`src/rtl/ultrasonic_echo_ranger_core_macros.svh`:
```
// Assertion macros shared by the ranger RTL.
// Every macro samples on clk and is disabled while arst_n is low.
`ifndef ULTRASONIC_ECHO_RANGER_CORE_MACROS_SVH
`define ULTRASONIC_ECHO_RANGER_CORE_MACROS_SVH

`ifndef SYNTH

// The consequent must hold in the same cycle as the antecedent.
`define UER_ASSERT_IMP(label, ante, cons) \
	label: assert property (@(posedge clk) disable iff (!arst_n) (ante) |-> (cons)) \
		else $error("uer assertion failed");

// The consequent must hold in the cycle after the antecedent.
`define UER_ASSERT_NXT(label, ante, cons) \
	label: assert property (@(posedge clk) disable iff (!arst_n) (ante) |=> (cons)) \
		else $error("uer assertion failed");

`else

`define UER_ASSERT_IMP(label, ante, cons)
`define UER_ASSERT_NXT(label, ante, cons)

`endif

`endif

```
`src/rtl/uer_pkg.sv`:
```
`timescale 1ns / 1ps
`default_nettype none

package uer_pkg;

	// Field widths.
	localparam int PERIOD_W = 16;
	localparam int TRIG_W   = 8;
	localparam int SCALE_W  = 8;
	localparam int PULSE_W  = 22;
	localparam int DIST_W   = 8;
	localparam int CFG_IDX_W  = 2;
	localparam int CFG_DATA_W = 16;

	// Default wrap limit before a capture is ended as a timeout.
	localparam int unsigned MAX_WRAPS_DEF = 63;

	// Register reset values.
	localparam logic [PERIOD_W-1:0] PERIOD_RST = 16'hFFFF;
	localparam logic [TRIG_W-1:0]   TRIG_RST   = 8'd30;
	localparam logic [SCALE_W-1:0]  SCALE_RST  = 8'd17;

	// Register indexes on the configuration port.
	localparam logic [CFG_IDX_W-1:0] CFG_TIMER_PERIOD   = 2'd0;
	localparam logic [CFG_IDX_W-1:0] CFG_TRIGGER_TICKS  = 2'd1;
	localparam logic [CFG_IDX_W-1:0] CFG_DISTANCE_SCALE = 2'd2;

	// Saturation limits.
	localparam logic [PULSE_W-1:0] PULSE_MAX = 22'h3FFFFF;
	localparam logic [DIST_W-1:0]  DIST_MAX  = 8'hFF;

	// Width times scale is 30 bits wide.
	localparam int PROD_W = PULSE_W + SCALE_W;

	// Division by 1000 through a reciprocal. Below the saturation limit the
	// scaled product fits in 18 bits, where the reciprocal is exact.
	localparam int unsigned DistDiv = 1000;
	localparam int unsigned DIST_SAT = 256 * DistDiv;
	localparam int DIV_IN_W    = 18;
	localparam int RECIP_SHIFT = 28;
	localparam int RECIP_W     = 19;
	localparam logic [RECIP_W-1:0] RECIP_MUL =
		RECIP_W'(((64'd1 << RECIP_SHIFT) + DistDiv - 1) / DistDiv);
	localparam int RECIP_PROD_W = DIV_IN_W + RECIP_W;

	// Configuration values as seen by the datapath.
	typedef struct packed {
		logic [PERIOD_W-1:0] timer_period;
		logic [TRIG_W-1:0]   trigger_ticks;
		logic [SCALE_W-1:0]  distance_scale;
	} cfg_t;

	// Commands from the controller to the datapath.
	typedef struct packed {
		logic step;
		logic mul;
		logic add;
		logic prod;
		logic div;
		logic load;
	} dp_cmd_t;

	// Controller states.
	typedef enum logic [2:0] {
		ST_IDLE,
		ST_MUL,
		ST_ADD,
		ST_PROD,
		ST_DIV,
		ST_LOAD
	} ctrl_state_t;

endpackage

`default_nettype wire

```
`src/rtl/uer_cfg_regs.sv`:
```
`timescale 1ns / 1ps
`default_nettype none

module uer_cfg_regs (
	input  logic                              clk,
	input  logic                              arst_n,
	input  logic                              cfg_valid,
	output logic                              cfg_ready,
	input  logic [uer_pkg::CFG_IDX_W-1:0]     cfg_index,
	input  logic [uer_pkg::CFG_DATA_W-1:0]    cfg_data,
	output uer_pkg::cfg_t                     cfg
);
	import uer_pkg::*;

	logic [PERIOD_W-1:0] timer_period_q;
	logic [TRIG_W-1:0]   trigger_ticks_q;
	logic [SCALE_W-1:0]  distance_scale_q;

	// Writes are always taken.
	assign cfg_ready = 1'b1;

	// Register file; an index beyond the list is dropped.
	always_ff @(posedge clk or negedge arst_n) begin
		if (!arst_n) begin
			timer_period_q   <= PERIOD_RST;
			trigger_ticks_q  <= TRIG_RST;
			distance_scale_q <= SCALE_RST;
		end else if (cfg_valid && cfg_ready) begin
			unique case (cfg_index)
				CFG_TIMER_PERIOD:   timer_period_q   <= cfg_data[PERIOD_W-1:0];
				CFG_TRIGGER_TICKS:  trigger_ticks_q  <= cfg_data[TRIG_W-1:0];
				CFG_DISTANCE_SCALE: distance_scale_q <= cfg_data[SCALE_W-1:0];
				default: ;
			endcase
		end
	end

	assign cfg.timer_period   = timer_period_q;
	assign cfg.trigger_ticks  = trigger_ticks_q;
	assign cfg.distance_scale = distance_scale_q;

endmodule

`default_nettype wire

```
`src/rtl/uer_ctrl.sv`:
```
`timescale 1ns / 1ps
`default_nettype none
`include "ultrasonic_echo_ranger_core_macros.svh"

module uer_ctrl (
	input  logic             clk,
	input  logic             arst_n,
	input  logic             s_tvalid,
	output logic             s_tready,
	output logic             m_tvalid,
	input  logic             m_tready,
	output uer_pkg::dp_cmd_t cmd
);
	import uer_pkg::*;

	ctrl_state_t state_q;
	ctrl_state_t state_d;
	logic        out_valid_q;
	logic        load_ok;

	// The output register can take a result when empty or being drained.
	assign load_ok = !out_valid_q || m_tready;

	// Next state.
	always_comb begin
		state_d = state_q;
		unique case (state_q)
			ST_IDLE: if (s_tvalid) state_d = ST_MUL;
			ST_MUL:  state_d = ST_ADD;
			ST_ADD:  state_d = ST_PROD;
			ST_PROD: state_d = ST_DIV;
			ST_DIV:  state_d = ST_LOAD;
			ST_LOAD: if (load_ok) state_d = ST_IDLE;
			default: state_d = ST_IDLE;
		endcase
	end

	// Outputs and datapath commands.
	always_comb begin
		s_tready = 1'b0;
		cmd      = '0;
		unique case (state_q)
			ST_IDLE: begin
				s_tready = 1'b1;
				cmd.step = s_tvalid;
			end
			ST_MUL:  cmd.mul  = 1'b1;
			ST_ADD:  cmd.add  = 1'b1;
			ST_PROD: cmd.prod = 1'b1;
			ST_DIV:  cmd.div  = 1'b1;
			ST_LOAD: cmd.load = load_ok;
			default: ;
		endcase
	end

	// State register.
	always_ff @(posedge clk or negedge arst_n) begin
		if (!arst_n) begin
			state_q <= ST_IDLE;
		end else begin
			state_q <= state_d;
		end
	end

	// Output valid flag: set on a load, cleared when a result is taken.
	always_ff @(posedge clk or negedge arst_n) begin
		if (!arst_n) begin
			out_valid_q <= 1'b0;
		end else if (cmd.load) begin
			out_valid_q <= 1'b1;
		end else if (m_tready) begin
			out_valid_q <= 1'b0;
		end
	end

	assign m_tvalid = out_valid_q;

	`UER_ASSERT_NXT(a_step_starts_math, cmd.step, state_q == ST_MUL)
	`UER_ASSERT_NXT(a_load_fills_output, cmd.load, m_tvalid && state_q == ST_IDLE)
	`UER_ASSERT_IMP(a_valid_rises_after_load, $rose(m_tvalid), $past(state_q) == ST_LOAD)

endmodule

`default_nettype wire

```
`src/rtl/uer_datapath.sv`:
```
`timescale 1ns / 1ps
`default_nettype none
`include "ultrasonic_echo_ranger_core_macros.svh"

module uer_datapath #(
	parameter int unsigned MAX_WRAPS = uer_pkg::MAX_WRAPS_DEF
) (
	input  logic                        clk,
	input  logic                        arst_n,
	input  uer_pkg::dp_cmd_t            cmd,
	input  uer_pkg::cfg_t               cfg,
	input  logic                        echo_level,
	input  logic                        start_request,
	output logic                        trigger_drive,
	output logic                        busy_state,
	output logic                        result_valid,
	output logic [uer_pkg::PULSE_W-1:0] pulse_ticks,
	output logic [uer_pkg::DIST_W-1:0]  distance_out,
	output logic                        timed_out
);
	import uer_pkg::*;

	localparam int WC_W  = $clog2(MAX_WRAPS + 1);
	localparam logic [WC_W-1:0] WC_MAX = WC_W'(MAX_WRAPS);
	localparam int RAW_W = WC_W + PERIOD_W + 1;
	localparam int SUM_W = (RAW_W + 1 > PULSE_W + 1) ? RAW_W + 1 : PULSE_W + 1;

	// Measurement state.
	logic                echo_prev_q;
	logic                capturing_q;
	logic                capture_done_q;
	logic [WC_W-1:0]     wrap_count_q;
	logic [PERIOD_W-1:0] tick_counter_q;
	logic [PERIOD_W-1:0] latched_count_q;
	logic                busy_q;
	logic [TRIG_W-1:0]   trigger_left_q;

	// Next values of the measurement state for one tick.
	logic                cap_n;
	logic                cd_n;
	logic [WC_W-1:0]     wc_n;
	logic [PERIOD_W-1:0] tc_n;
	logic [PERIOD_W-1:0] lc_n;
	logic                busy_n;
	logic [TRIG_W-1:0]   tl_n;
	logic                report;
	logic                tout_n;
	logic [WC_W-1:0]     rep_wc_d;

	// Snapshot of one tick for the arithmetic steps.
	logic                rep_valid_q;
	logic                rep_tout_q;
	logic                rep_trig_q;
	logic                rep_busy_q;
	logic [WC_W-1:0]     rep_wc_q;
	logic [PERIOD_W-1:0] rep_lc_q;
	logic [PERIOD_W-1:0] rep_period_q;
	logic [SCALE_W-1:0]  rep_scale_q;

	// Arithmetic registers.
	logic [RAW_W-1:0]        raw_q;
	logic [SUM_W-1:0]        sum;
	logic [PULSE_W-1:0]      width_q;
	logic [PROD_W-1:0]       prod_q;
	logic [RECIP_PROD_W-1:0] recip_prod;
	logic [DIST_W-1:0]       dist_q;

	// Output register.
	logic                out_trig_q;
	logic                out_busy_q;
	logic                out_valid_q;
	logic [PULSE_W-1:0]  out_pulse_q;
	logic [DIST_W-1:0]   out_dist_q;
	logic                out_tout_q;

	// One tick: trigger countdown, capture, then report or start.
	always_comb begin
		logic rising;
		logic falling;

		rising  = echo_level && !echo_prev_q;
		falling = !echo_level && echo_prev_q;

		tl_n   = (trigger_left_q != '0) ? trigger_left_q - TRIG_W'(1) : trigger_left_q;
		cap_n  = capturing_q;
		cd_n   = capture_done_q;
		wc_n   = wrap_count_q;
		tc_n   = tick_counter_q;
		lc_n   = latched_count_q;
		busy_n = busy_q;

		if (!capture_done_q) begin
			if (capturing_q) begin
				if (tick_counter_q >= cfg.timer_period) begin
					tc_n = '0;
					if (wrap_count_q >= WC_MAX) begin
						cd_n = 1'b1;
						lc_n = cfg.timer_period;
					end else begin
						wc_n = wrap_count_q + WC_W'(1);
					end
				end else begin
					tc_n = tick_counter_q + PERIOD_W'(1);
				end
				if (!cd_n && falling) begin
					cd_n = 1'b1;
					lc_n = tc_n;
				end
			end else if (rising) begin
				cap_n = 1'b1;
				wc_n  = '0;
				tc_n  = '0;
				lc_n  = '0;
			end
		end

		report   = busy_q && cd_n;
		tout_n   = (wc_n >= WC_MAX) && (lc_n == cfg.timer_period);
		rep_wc_d = wc_n;

		if (report) begin
			cap_n  = 1'b0;
			cd_n   = 1'b0;
			wc_n   = '0;
			busy_n = 1'b0;
		end else if (!busy_q && start_request) begin
			tl_n   = cfg.trigger_ticks;
			busy_n = 1'b1;
		end
	end

	// Measurement state update, once per accepted tick.
	always_ff @(posedge clk or negedge arst_n) begin
		if (!arst_n) begin
			echo_prev_q     <= 1'b0;
			capturing_q     <= 1'b0;
			capture_done_q  <= 1'b0;
			wrap_count_q    <= '0;
			tick_counter_q  <= '0;
			latched_count_q <= '0;
			busy_q          <= 1'b0;
			trigger_left_q  <= '0;
		end else if (cmd.step) begin
			echo_prev_q     <= echo_level;
			capturing_q     <= cap_n;
			capture_done_q  <= cd_n;
			wrap_count_q    <= wc_n;
			tick_counter_q  <= tc_n;
			latched_count_q <= lc_n;
			busy_q          <= busy_n;
			trigger_left_q  <= tl_n;
		end
	end

	// Snapshot of the tick's report inputs.
	always_ff @(posedge clk) begin
		if (cmd.step) begin
			rep_valid_q  <= report;
			rep_tout_q   <= report && tout_n;
			rep_trig_q   <= (tl_n != '0);
			rep_busy_q   <= busy_n;
			rep_wc_q     <= rep_wc_d;
			rep_lc_q     <= lc_n;
			rep_period_q <= cfg.timer_period;
			rep_scale_q  <= cfg.distance_scale;
		end
	end

	// Wraps times the full period length.
	always_ff @(posedge clk) begin
		if (cmd.mul) begin
			raw_q <= RAW_W'(rep_wc_q) * RAW_W'({1'b0, rep_period_q} + (PERIOD_W + 1)'(1));
		end
	end

	// Add the latched count and saturate to the pulse width range.
	assign sum = SUM_W'(raw_q) + SUM_W'(rep_lc_q);

	always_ff @(posedge clk) begin
		if (cmd.add) begin
			width_q <= (sum > SUM_W'(PULSE_MAX)) ? PULSE_MAX : sum[PULSE_W-1:0];
		end
	end

	// Width times distance scale.
	always_ff @(posedge clk) begin
		if (cmd.prod) begin
			prod_q <= PROD_W'(width_q) * PROD_W'(rep_scale_q);
		end
	end

	// Divide by 1000 through the reciprocal, saturating at the top code.
	assign recip_prod = RECIP_PROD_W'(prod_q[DIV_IN_W-1:0]) * RECIP_PROD_W'(RECIP_MUL);

	always_ff @(posedge clk) begin
		if (cmd.div) begin
			if (prod_q >= PROD_W'(DIST_SAT)) begin
				dist_q <= DIST_MAX;
			end else begin
				dist_q <= recip_prod[RECIP_SHIFT+DIST_W-1:RECIP_SHIFT];
			end
		end
	end

	// Output register; result fields are zero when no measurement is reported.
	always_ff @(posedge clk) begin
		if (cmd.load) begin
			out_trig_q  <= rep_trig_q;
			out_busy_q  <= rep_busy_q;
			out_valid_q <= rep_valid_q;
			out_pulse_q <= rep_valid_q ? width_q : '0;
			out_dist_q  <= rep_valid_q ? dist_q : '0;
			out_tout_q  <= rep_tout_q;
		end
	end

	assign trigger_drive = out_trig_q;
	assign busy_state    = out_busy_q;
	assign result_valid  = out_valid_q;
	assign pulse_ticks   = out_pulse_q;
	assign distance_out  = out_dist_q;
	assign timed_out     = out_tout_q;

	`UER_ASSERT_IMP(a_done_needs_capture, capture_done_q, capturing_q)
	`UER_ASSERT_IMP(a_wraps_in_range, 1'b1, wrap_count_q <= WC_MAX)
	`UER_ASSERT_NXT(a_report_goes_idle, cmd.step && report, !busy_q && !capture_done_q)

endmodule

`default_nettype wire

```
`src/rtl/ultrasonic_echo_ranger_core.sv`:
```
`timescale 1ns / 1ps
`default_nettype none

// Ultrasonic echo ranger: each transaction on the slave stream is one 1 us
// timebase tick carrying the sampled echo level and a start request, and each
// tick yields exactly one transaction on the master stream with the trigger
// drive, the busy flag and, in the tick that ends a measurement, the echo
// width in ticks (wraps times period plus one, plus the latched count,
// saturated to 22 bits), the distance (width times scale over 1000, saturated
// at 255) and a timeout flag; m_tuser marks that a measurement is reported.
// Per tick, the accept cycle updates the capture state, then four arithmetic
// steps run on registered operands (wraps times period, add and saturate,
// scale product, reciprocal divide by 1000), and a last step loads the output
// register, which holds off while the previous result is not yet taken.
// Register writes take effect on the next tick.
module ultrasonic_echo_ranger_core #(
	parameter int unsigned MAX_WRAPS = uer_pkg::MAX_WRAPS_DEF
) (
	input  logic                           clk,
	input  logic                           arst_n,
	// Tick input stream. s_tdata: [0] echo_level, [1] start_request.
	input  logic                           s_tvalid,
	output logic                           s_tready,
	input  logic [7:0]                     s_tdata,
	// Result stream. m_tdata: [0] trigger_drive, [1] busy_state,
	// [23:2] pulse_ticks, [31:24] distance_out, [32] timed_out.
	// m_tuser: [0] result_valid.
	output logic                           m_tvalid,
	input  logic                           m_tready,
	output logic [39:0]                    m_tdata,
	output logic                           m_tuser,
	// Register write channel.
	input  logic                           cfg_valid,
	output logic                           cfg_ready,
	input  logic [uer_pkg::CFG_IDX_W-1:0]  cfg_index,
	input  logic [uer_pkg::CFG_DATA_W-1:0] cfg_data
);
	import uer_pkg::*;

	cfg_t               cfg;
	dp_cmd_t            cmd;
	logic               trigger_drive;
	logic               busy_state;
	logic               result_valid;
	logic [PULSE_W-1:0] pulse_ticks;
	logic [DIST_W-1:0]  distance_out;
	logic               timed_out;

	uer_cfg_regs u_cfg (
		.clk       (clk),
		.arst_n    (arst_n),
		.cfg_valid (cfg_valid),
		.cfg_ready (cfg_ready),
		.cfg_index (cfg_index),
		.cfg_data  (cfg_data),
		.cfg       (cfg)
	);

	uer_ctrl u_ctrl (
		.clk      (clk),
		.arst_n   (arst_n),
		.s_tvalid (s_tvalid),
		.s_tready (s_tready),
		.m_tvalid (m_tvalid),
		.m_tready (m_tready),
		.cmd      (cmd)
	);

	uer_datapath #(
		.MAX_WRAPS (MAX_WRAPS)
	) u_dp (
		.clk           (clk),
		.arst_n        (arst_n),
		.cmd           (cmd),
		.cfg           (cfg),
		.echo_level    (s_tdata[0]),
		.start_request (s_tdata[1]),
		.trigger_drive (trigger_drive),
		.busy_state    (busy_state),
		.result_valid  (result_valid),
		.pulse_ticks   (pulse_ticks),
		.distance_out  (distance_out),
		.timed_out     (timed_out)
	);

	// Pack the result fields, lowest bit first, zero filled to whole bytes.
	assign m_tdata = {7'd0, timed_out, distance_out, pulse_ticks, busy_state, trigger_drive};
	assign m_tuser = result_valid;

endmodule

`default_nettype wire

```
`config.mk`:
```
export PLATFORM = sky130hd
export DESIGN_NAME = ultrasonic_echo_ranger_core
export DESIGN_NICKNAME = d
export VERILOG_FILES = /design/src/rtl/uer_pkg.sv /design/src/rtl/uer_cfg_regs.sv /design/src/rtl/uer_ctrl.sv /design/src/rtl/uer_datapath.sv /design/src/rtl/ultrasonic_echo_ranger_core.sv
export VERILOG_INCLUDE_DIRS = /design/src /design/src/rtl
export SDC_FILE = /design/constraint.sdc
export NUM_CORES = 1
export LEC_CHECK = 0
export BUFFER_PORTS_ARGS = -buffer_cell sky130_fd_sc_hd__buf_4
export CAP_MARGIN = 25
export CORE_MARGIN = 2
export CORE_UTILIZATION = 33
export CTS_CLUSTER_DIAMETER = 200
export DETAILED_ROUTE_END_ITERATION = 16
export GPL_TIMING_DRIVEN = 0
export PLACE_DENSITY_LB_ADDON = 0.12
export SYNTH_ARGS = -nofsm -noshare
export SYNTH_HDL_FRONTEND = slang
export SYNTH_SLANG_ARGS = --single-unit
```
`constraint.sdc`:
```
create_clock -name clk -period 7.2 [get_ports clk]
set_input_delay 1.08 -clock clk [delete_from_list [all_inputs] [get_ports clk]]
set_output_delay 1.08 -clock clk [all_outputs]
set_load 0.005 [all_outputs]
```
==> results of run 1 <==
-- cells in the final DEF (no fill, tap or decap), types with 11 or more instances in the layout --
master,instances
fa_1,228
nand2b_1,23
a21oi_1,79
a211oi_1,16
mux2_2,20
edfxtp_1,167
o21ai_0,104
nor2_1,88
xor2_1,40
nand2_1,196
inv_1,426
o31ai_1,19
dfstp_2,22
and2_1,186
dfrtp_1,64
nand3_1,36
nor3_1,37
clkbuf_1,66
o21a_1,14
clkbuf_16,36
o21ai_1,12
nor2b_1,86
nor4_1,11
xnor2_1,62
nand4_1,18
a21o_1,22
and3_1,15
o22ai_1,11
a31oi_1,12
buf_4,72
ha_1,270
-- critical path, cell delays in order, from the launching register on --
cell      delay (ns)
edfxtp_1        0.44
clkbuf_1        0.49
and2_1          0.24
fa_1            0.45
fa_1            0.54
fa_1            0.56
inv_1           0.06
fa_1            0.59
inv_1           0.06
ha_1            0.36
nand3_1         0.17
nor3_1          0.23
o31ai_1         0.12
a31oi_1         0.40
a211oi_1        0.15
nor3_1          0.38
a211oi_1        0.18
o31ai_1         0.31
a21oi_1         0.13
xnor2_1         0.16
-- final cells by class --
type                       count  area [sq um]  area share (%)
tap                          969          1212           4.389
multi-input combinational   1751         15540           56.26
sequential                   253          7194           26.04
buffer                        83         377.9           1.368
inverter                     427          1603           5.802
clock buffer                  46         978.4           3.542
timing repair buffer          67         556.8           2.016
clock inverter                16         158.9          0.5752
-- final timing paths --
check / cells past startpoint / from / slack (ns) / to
worst max-delay path: 19 / u_dp.rep_scale_q[6]$_DFFE_PP_ / 0.89 / u_dp.prod_q[29]$_DFFE_PN_
worst min-delay path: 0 / u_dp.rep_trig_q$_DFFE_PP_ / 0.43 / u_dp.trigger_drive$_DFFE_PP_
worst max register to register: 19 / u_dp.rep_scale_q[6]$_DFFE_PP_ / 0.89 / u_dp.prod_q[29]$_DFFE_PN_
worst min register to register: 0 / u_dp.rep_trig_q$_DFFE_PP_ / 0.43 / u_dp.trigger_drive$_DFFE_PP_
max in group asynchronous: 2 / arst_n / 6.04 / u_cfg.timer_period_q[2]$_DFFE_PN1P_
min in group asynchronous: 1 / arst_n / 0.44 / u_dp.latched_count_q[15]$_DFFE_PN0P_
-- cell families (layout without fill, tap and decap cells) --
| family | Yosys count | in the layout |
|---|---|---|
| flip-flops | 253 | 253 |
| buffers and inverters | 510 | 639 |
| AND/OR/NAND/NOR | 732 | 732 |
| other | 2 | 8 |
| AO/OA/AOI/OAI | 384 | 384 |
| multiplexers | 27 | 27 |
| XOR/XNOR | 102 | 102 |
| adder cells (fa/ha/maj) | 498 | 498 |
-- sequential cells by signal, summed over array words and instances (netlist names), 3 cells and up --
signal and count:
u_dp.pulse_ticks 22, u_dp.wrap_count_q 6, u_cfg.trigger_ticks_q 8, u_dp.rep_scale_q 8, u_dp.trigger_left_q 8, u_dp.prod_q 30, u_dp.tick_counter_q 16, u_dp.raw_q 23
u_dp.distance_out 8, u_cfg.distance_scale_q 8, u_dp.width_q 22, u_ctrl.state_q 3, u_cfg.timer_period_q 16, u_dp.rep_lc_q 16, u_dp.rep_wc_q 6, u_dp.dist_q 8
u_dp.latched_count_q 16, u_dp.rep_period_q 16
-- per-layer routing --
metal | GRT usage (%) | up-vias
li1 | - | 8514
met1 | 23.41 | 8892
met2 | 31.55 | 343
met3 | 2.400 | 84
met4 | 4.013 | 0
met5 | 0 | -
-- stage by stage --
stage	utilization, %	hold WS, ns	instances	worst slack, ns
floorplan	-	0.4003	2514	1.499
global placement	35.52	0.4041	3543	0.9244
detailed placement	35.69	0.4176	3549	0.8892
CTS	37.22	0.4177	3611	0.8294
global route	37.23	0.4355	3612	0.5114
finish	37.23	0.4254	3612	0.8944
==> flow_summary.yaml, run 1 <==
clock_tree:
  htreeDepth: 2
  clkTransAtPathRegs_ns: 0.06
  numClockSinks: 253
  ctsResizeCount: 0
  clock_latency_ns: 0.57
  cts_tree: "yes"
  clk_path_buf_depth: 3
  root_buffer: "clkbuf_16"
  cts_buffers: 35
  hold_buffers: 0
  post_cts_buffers: 0
route:
  drcViolationCount: 0
  wl_met2_um: 34050
  num_vias: 17830
  m1WireLength_um: 30360
  wl_met3_um: 2597
  via_per_inst: 4.937
  routed.top_layer: "met4"
  drt-pass1-iter-count: 6
  wl_per_cell_um: 18.92
  ant_nets: 0
  routed_wl_um: 68320
  drt-initial-drc-count: 925
synthesis:
  netlist_area_sq_um: 24670
  synthCells: 2508
  postSynth.asyncResetShare_pct: 33.99
  synth-simple-area-share_pct: 15.47
  synth_top_family_by_area: "adder cells"
  yosysTopAreaCellShare_pct: 20.33
  ys_ff_latch: 253
  synth-seq-area-share_pct: 29.16
  yosysMostFrequentCell: "inv_1"
  netlist_top_cells_count: "inv_1 (426), ha_1 (270), fa_1 (228)"
  synth_edf_count: 167
  synthMuxAreaShare_pct: 1.197
  synth-compound-area-share_pct: 10.30
  yosys.area.top_type: "edfxtp_1"
  syn_avg_cell_area_sq_um: 9.837
  ys.flop_type: "edfxtp_1"
  synthDistinctLibCells: 86
  synthAdderAreaFrac_pct: 32.19
  synth-xor-area-share_pct: 3.621
  synth_area_leaders: "edfxtp_1 (20%), fa_1 (18%), ha_1 (14%), dfrtp_1 (6.5%), inv_1 (6.5%)"
  yosysWarningCount: 0
floorplanning:
  ios: 75
  dieArea_sq_um: 76970
  die_w_um: 277.4
  row_count: 100
  fp.coreArea_sq_um: 74200
  die_h_um: 277.4
  initial_core_util_pct: 33.25
sta:
  skew_ns: 0.04189
  finalSetupTns_ns: 0
  rsz0062_at_grt: "no"
  hold_violations: 0
  setup_viol: 0
  layout_min_cycle_time_ns: 6.306
  tightestPinTransition_ns: 1.033
  slew_headroom_pct: 30.51
  max_freq_mhz: 158.6
  drv_slew: 0
  fin_crit_sh_pct: 87.58
global_routing:
  grt_pass1_wl_um: 108100
  grt_pass1_vias: 18850
  grt_remaining_overflow: 0
  track_usage_pct: 17.95
  grt_max_degree: 63
  antenna_found_initial: 0
critical_path:
  critical_path.startpoint_type: "flip-flop"
  crit_path_max_fanout: 10
  critPathKind: "reg2reg"
  endpoint_kind: "flip-flop"
  required_ns: 7.48
  crit_arrival_ns: 6.59
min_path:
  hp-class: "reg2reg"
final_layout:
  num-fill-cells: 7439
  nNetsFinal: 3147
  design_area_sq_um: 27620
  area_growth_pct: 11.96
  antenna_cells: 0
  drive_gt1_share_pct: 7.908
job:
  cap_violations: 0
place:
  dpl.hpwl_um: 54060
  gp_congestion: 0.8912
  placed_area_sq_um: 26480
  io_buffers: 60
status:
  outcome: "finished, final reports clean"
Power of run 1 is left out: the tool's default activity adds up to more than one toggle a clock period on the data nets, which glitch-free logic cannot reach.
==> run 2, diff against run 1 <==
--- a/config.mk
+++ b/config.mk
@@ -12,6 +12,7 @@
 export CORE_UTILIZATION = 33
 export CTS_CLUSTER_DIAMETER = 200
 export DETAILED_ROUTE_END_ITERATION = 16
+export GPL_ROUTABILITY_DRIVEN = 1
 export GPL_TIMING_DRIVEN = 0
 export PLACE_DENSITY_LB_ADDON = 0.12
 export SYNTH_ARGS = -nofsm -noshare
==> constraint.sdc (replaced) <==
create_clock -name clk -period 7.2 [get_ports clk]
set_input_delay 0.36 -clock clk [delete_from_list [all_inputs] [get_ports clk]]
set_output_delay 0.36 -clock clk [all_outputs]
set_load 0.005 [all_outputs]
==> run 2 against run 1 <==
Sequential share of layout area decreased by 0.085 points. Flip-flop and latch count unchanged. Fmax increased by 0.51%.
==> flow_summary.yaml, run 2 (synthesis results as in run 1) <==
clock_tree:
  htreeDepth: 2
  clk_path_buf_depth: 3
  ctsResizeCount: 0
  clock_latency_ns: 0.58
  post_cts_buffers: 0
  clkTransAtPathRegs_ns: 0.06
  cts_tree: "yes"
  numClockSinks: 253
  cts_buffers: 35
  root_buffer: "clkbuf_16"
  hold_buffers: 9
global_routing:
  met3_usage_pct: 2.400
  track_usage_pct: 17.96
  busiest_layer: "met2"
  grt_pass1_vias: 18890
  grt_max_degree: 63
  met2_usage_pct: 31.60
  use_met1_pct: 23.40
  antenna_found_initial: 0
  grt_remaining_overflow: 0
  grt_pass1_wl_um: 108200
job:
  cap_violations: 0
status:
  outcome: "finished, final reports clean"
final_layout:
  design_area_sq_um: 27710
  final_common_cell: "inv_1"
  reg_top3: "u_dp.prod_q: 30 flops, u_dp.raw_q: 23 flops"
  num-fill-cells: 7434
  largest_reg_flops: 30
  drive_gt1_share_pct: 7.881
  antenna_cells: 0
  nNetsFinal: 3156
  regMostFlops: "u_dp.prod_q"
  area_growth_pct: 12.33
  final_cells: 3621
  layout_common_cells: "inv_1 (426), ha_1 (270), fa_1 (228)"
floorplanning:
  die_w_um: 277.4
  die_h_um: 277.4
  initial_core_util_pct: 33.25
  fp.coreArea_sq_um: 74200
  row_count: 100
  dieArea_sq_um: 76970
  ios: 75
place:
  place_inst: 3549
  io_buffers: 60
  placed_area_sq_um: 26480
  gp_congestion: 0.8912
  dpl.hpwl_um: 54060
critical_path:
  critPathCapture: "u_dp.dist_q[6]$_SDFFCE_PP1N_"
  reg2reg_to: "u_dp.dist_q[6]$_SDFFCE_PP1N_"
  endpoint_kind: "flip-flop"
  crit_path_max_fanout: 7
  critical_path.startpoint_type: "flip-flop"
  crit_arrival_ns: 6.57
  critPathKind: "reg2reg"
  rrSetupSlack_ns: 0.93
  reg2reg_from: "u_dp.prod_q[6]$_DFFE_PN_"
  ff2ff_path_depth: 22
  required_ns: 7.50
  setup.worst_path.start: "u_dp.prod_q[6]$_DFFE_PN_"
sta:
  drv_slew: 0
  max_freq_mhz: 159.4
  setup_viol: 0
  hold_violations: 0
  slew_headroom_pct: 31.60
  rsz0062_at_grt: "no"
  fin_crit_sh_pct: 87.13
  skew_ns: 0.04027
  worst_hold_slack_ns: 0.03814
  layout_min_cycle_time_ns: 6.273
  tightestPinTransition_ns: 1.017
  finalSetupTns_ns: 0
route:
  ant_nets: 0
  drt-pass1-iter-count: 5
  routed_wl_um: 68270
  drcViolationCount: 0
  wl_per_cell_um: 18.85
  num_vias: 17860
  drt-initial-drc-count: 925
  via_per_inst: 4.933
min_path:
  whs_path_depth: 3
  hp-class: "in2reg"
-- run 2: critical path, stage by stage, from the launching register on --
cell	delay [ns]
edfxtp_1	0.60
inv_1	0.08
ha_1	0.30
ha_1	0.19
inv_1	0.07
fa_1	0.40
fa_1	0.52
inv_1	0.06
fa_1	0.54
inv_1	0.06
fa_1	0.53
inv_1	0.04
ha_1	0.31
a211oi_2	0.22
o21ai_1	0.09
or4_1	0.42
a22o_1	0.23
a311oi_2	0.31
nor3_1	0.14
a2111oi_4	0.45
o21bai_2	0.13
a211oi_2	0.23
o21ai_1	0.08
-- run 2: worst min-delay path by stage --
stage	start	endpoint	slack, ns
2_1_floorplan	arst_n	u_cfg.distance_scale_q[1]$_DFFE_PN0P_	0.06
3_3_place_gp	u_dp.rep_tout_q$_DFFE_PP_	u_dp.timed_out$_DFFE_PP_	0.40
3_5_place_dp	arst_n	u_dp.tick_counter_q[10]$_DFFE_PN0P_	0.31
4_1_cts	s_tdata[0]	u_dp.echo_prev_q$_DFFE_PN0P_	0.01
5_1_grt	s_tdata[0]	u_dp.echo_prev_q$_DFFE_PN0P_	0.06
6_report	s_tdata[0]	u_dp.echo_prev_q$_DFFE_PN0P_	0.04
-- run 2: cell type report --
class | instances | area, sq um | share of cell area, %
buffer | 83 | 377.9 | 1.363
multi-input combinational | 1751 | 15540 | 56.08
clock buffer | 46 | 978.4 | 3.530
tap | 969 | 1212 | 4.375
sequential | 253 | 7194 | 25.96
clock inverter | 16 | 158.9 | 0.5734
inverter | 427 | 1603 | 5.783
timing repair buffer | 76 | 646.9 | 2.334
-- run 2: per-stage QoR --
stage                     worst slack [ns]  util, %
after global routing                0.5114    37.35
after detailed placement            0.8892    35.69
final                               0.9267    37.35
after floorplan                      1.499        -
after global placement              0.9244    35.52
after CTS                           0.8294    37.35
-- run 2: per-layer routing --
| layer | part of all wire [%] | vias to the layer above |
|---|---|---|
| met4 | 2.0 | 0 |
| met3 | 3.7 | 89 |
| met5 | 0 | - |
| met1 | 45 | 8905 |
| li1 | - | 8537 |
| met2 | 50 | 333 |
Power of run 2 is left out for the same reason.
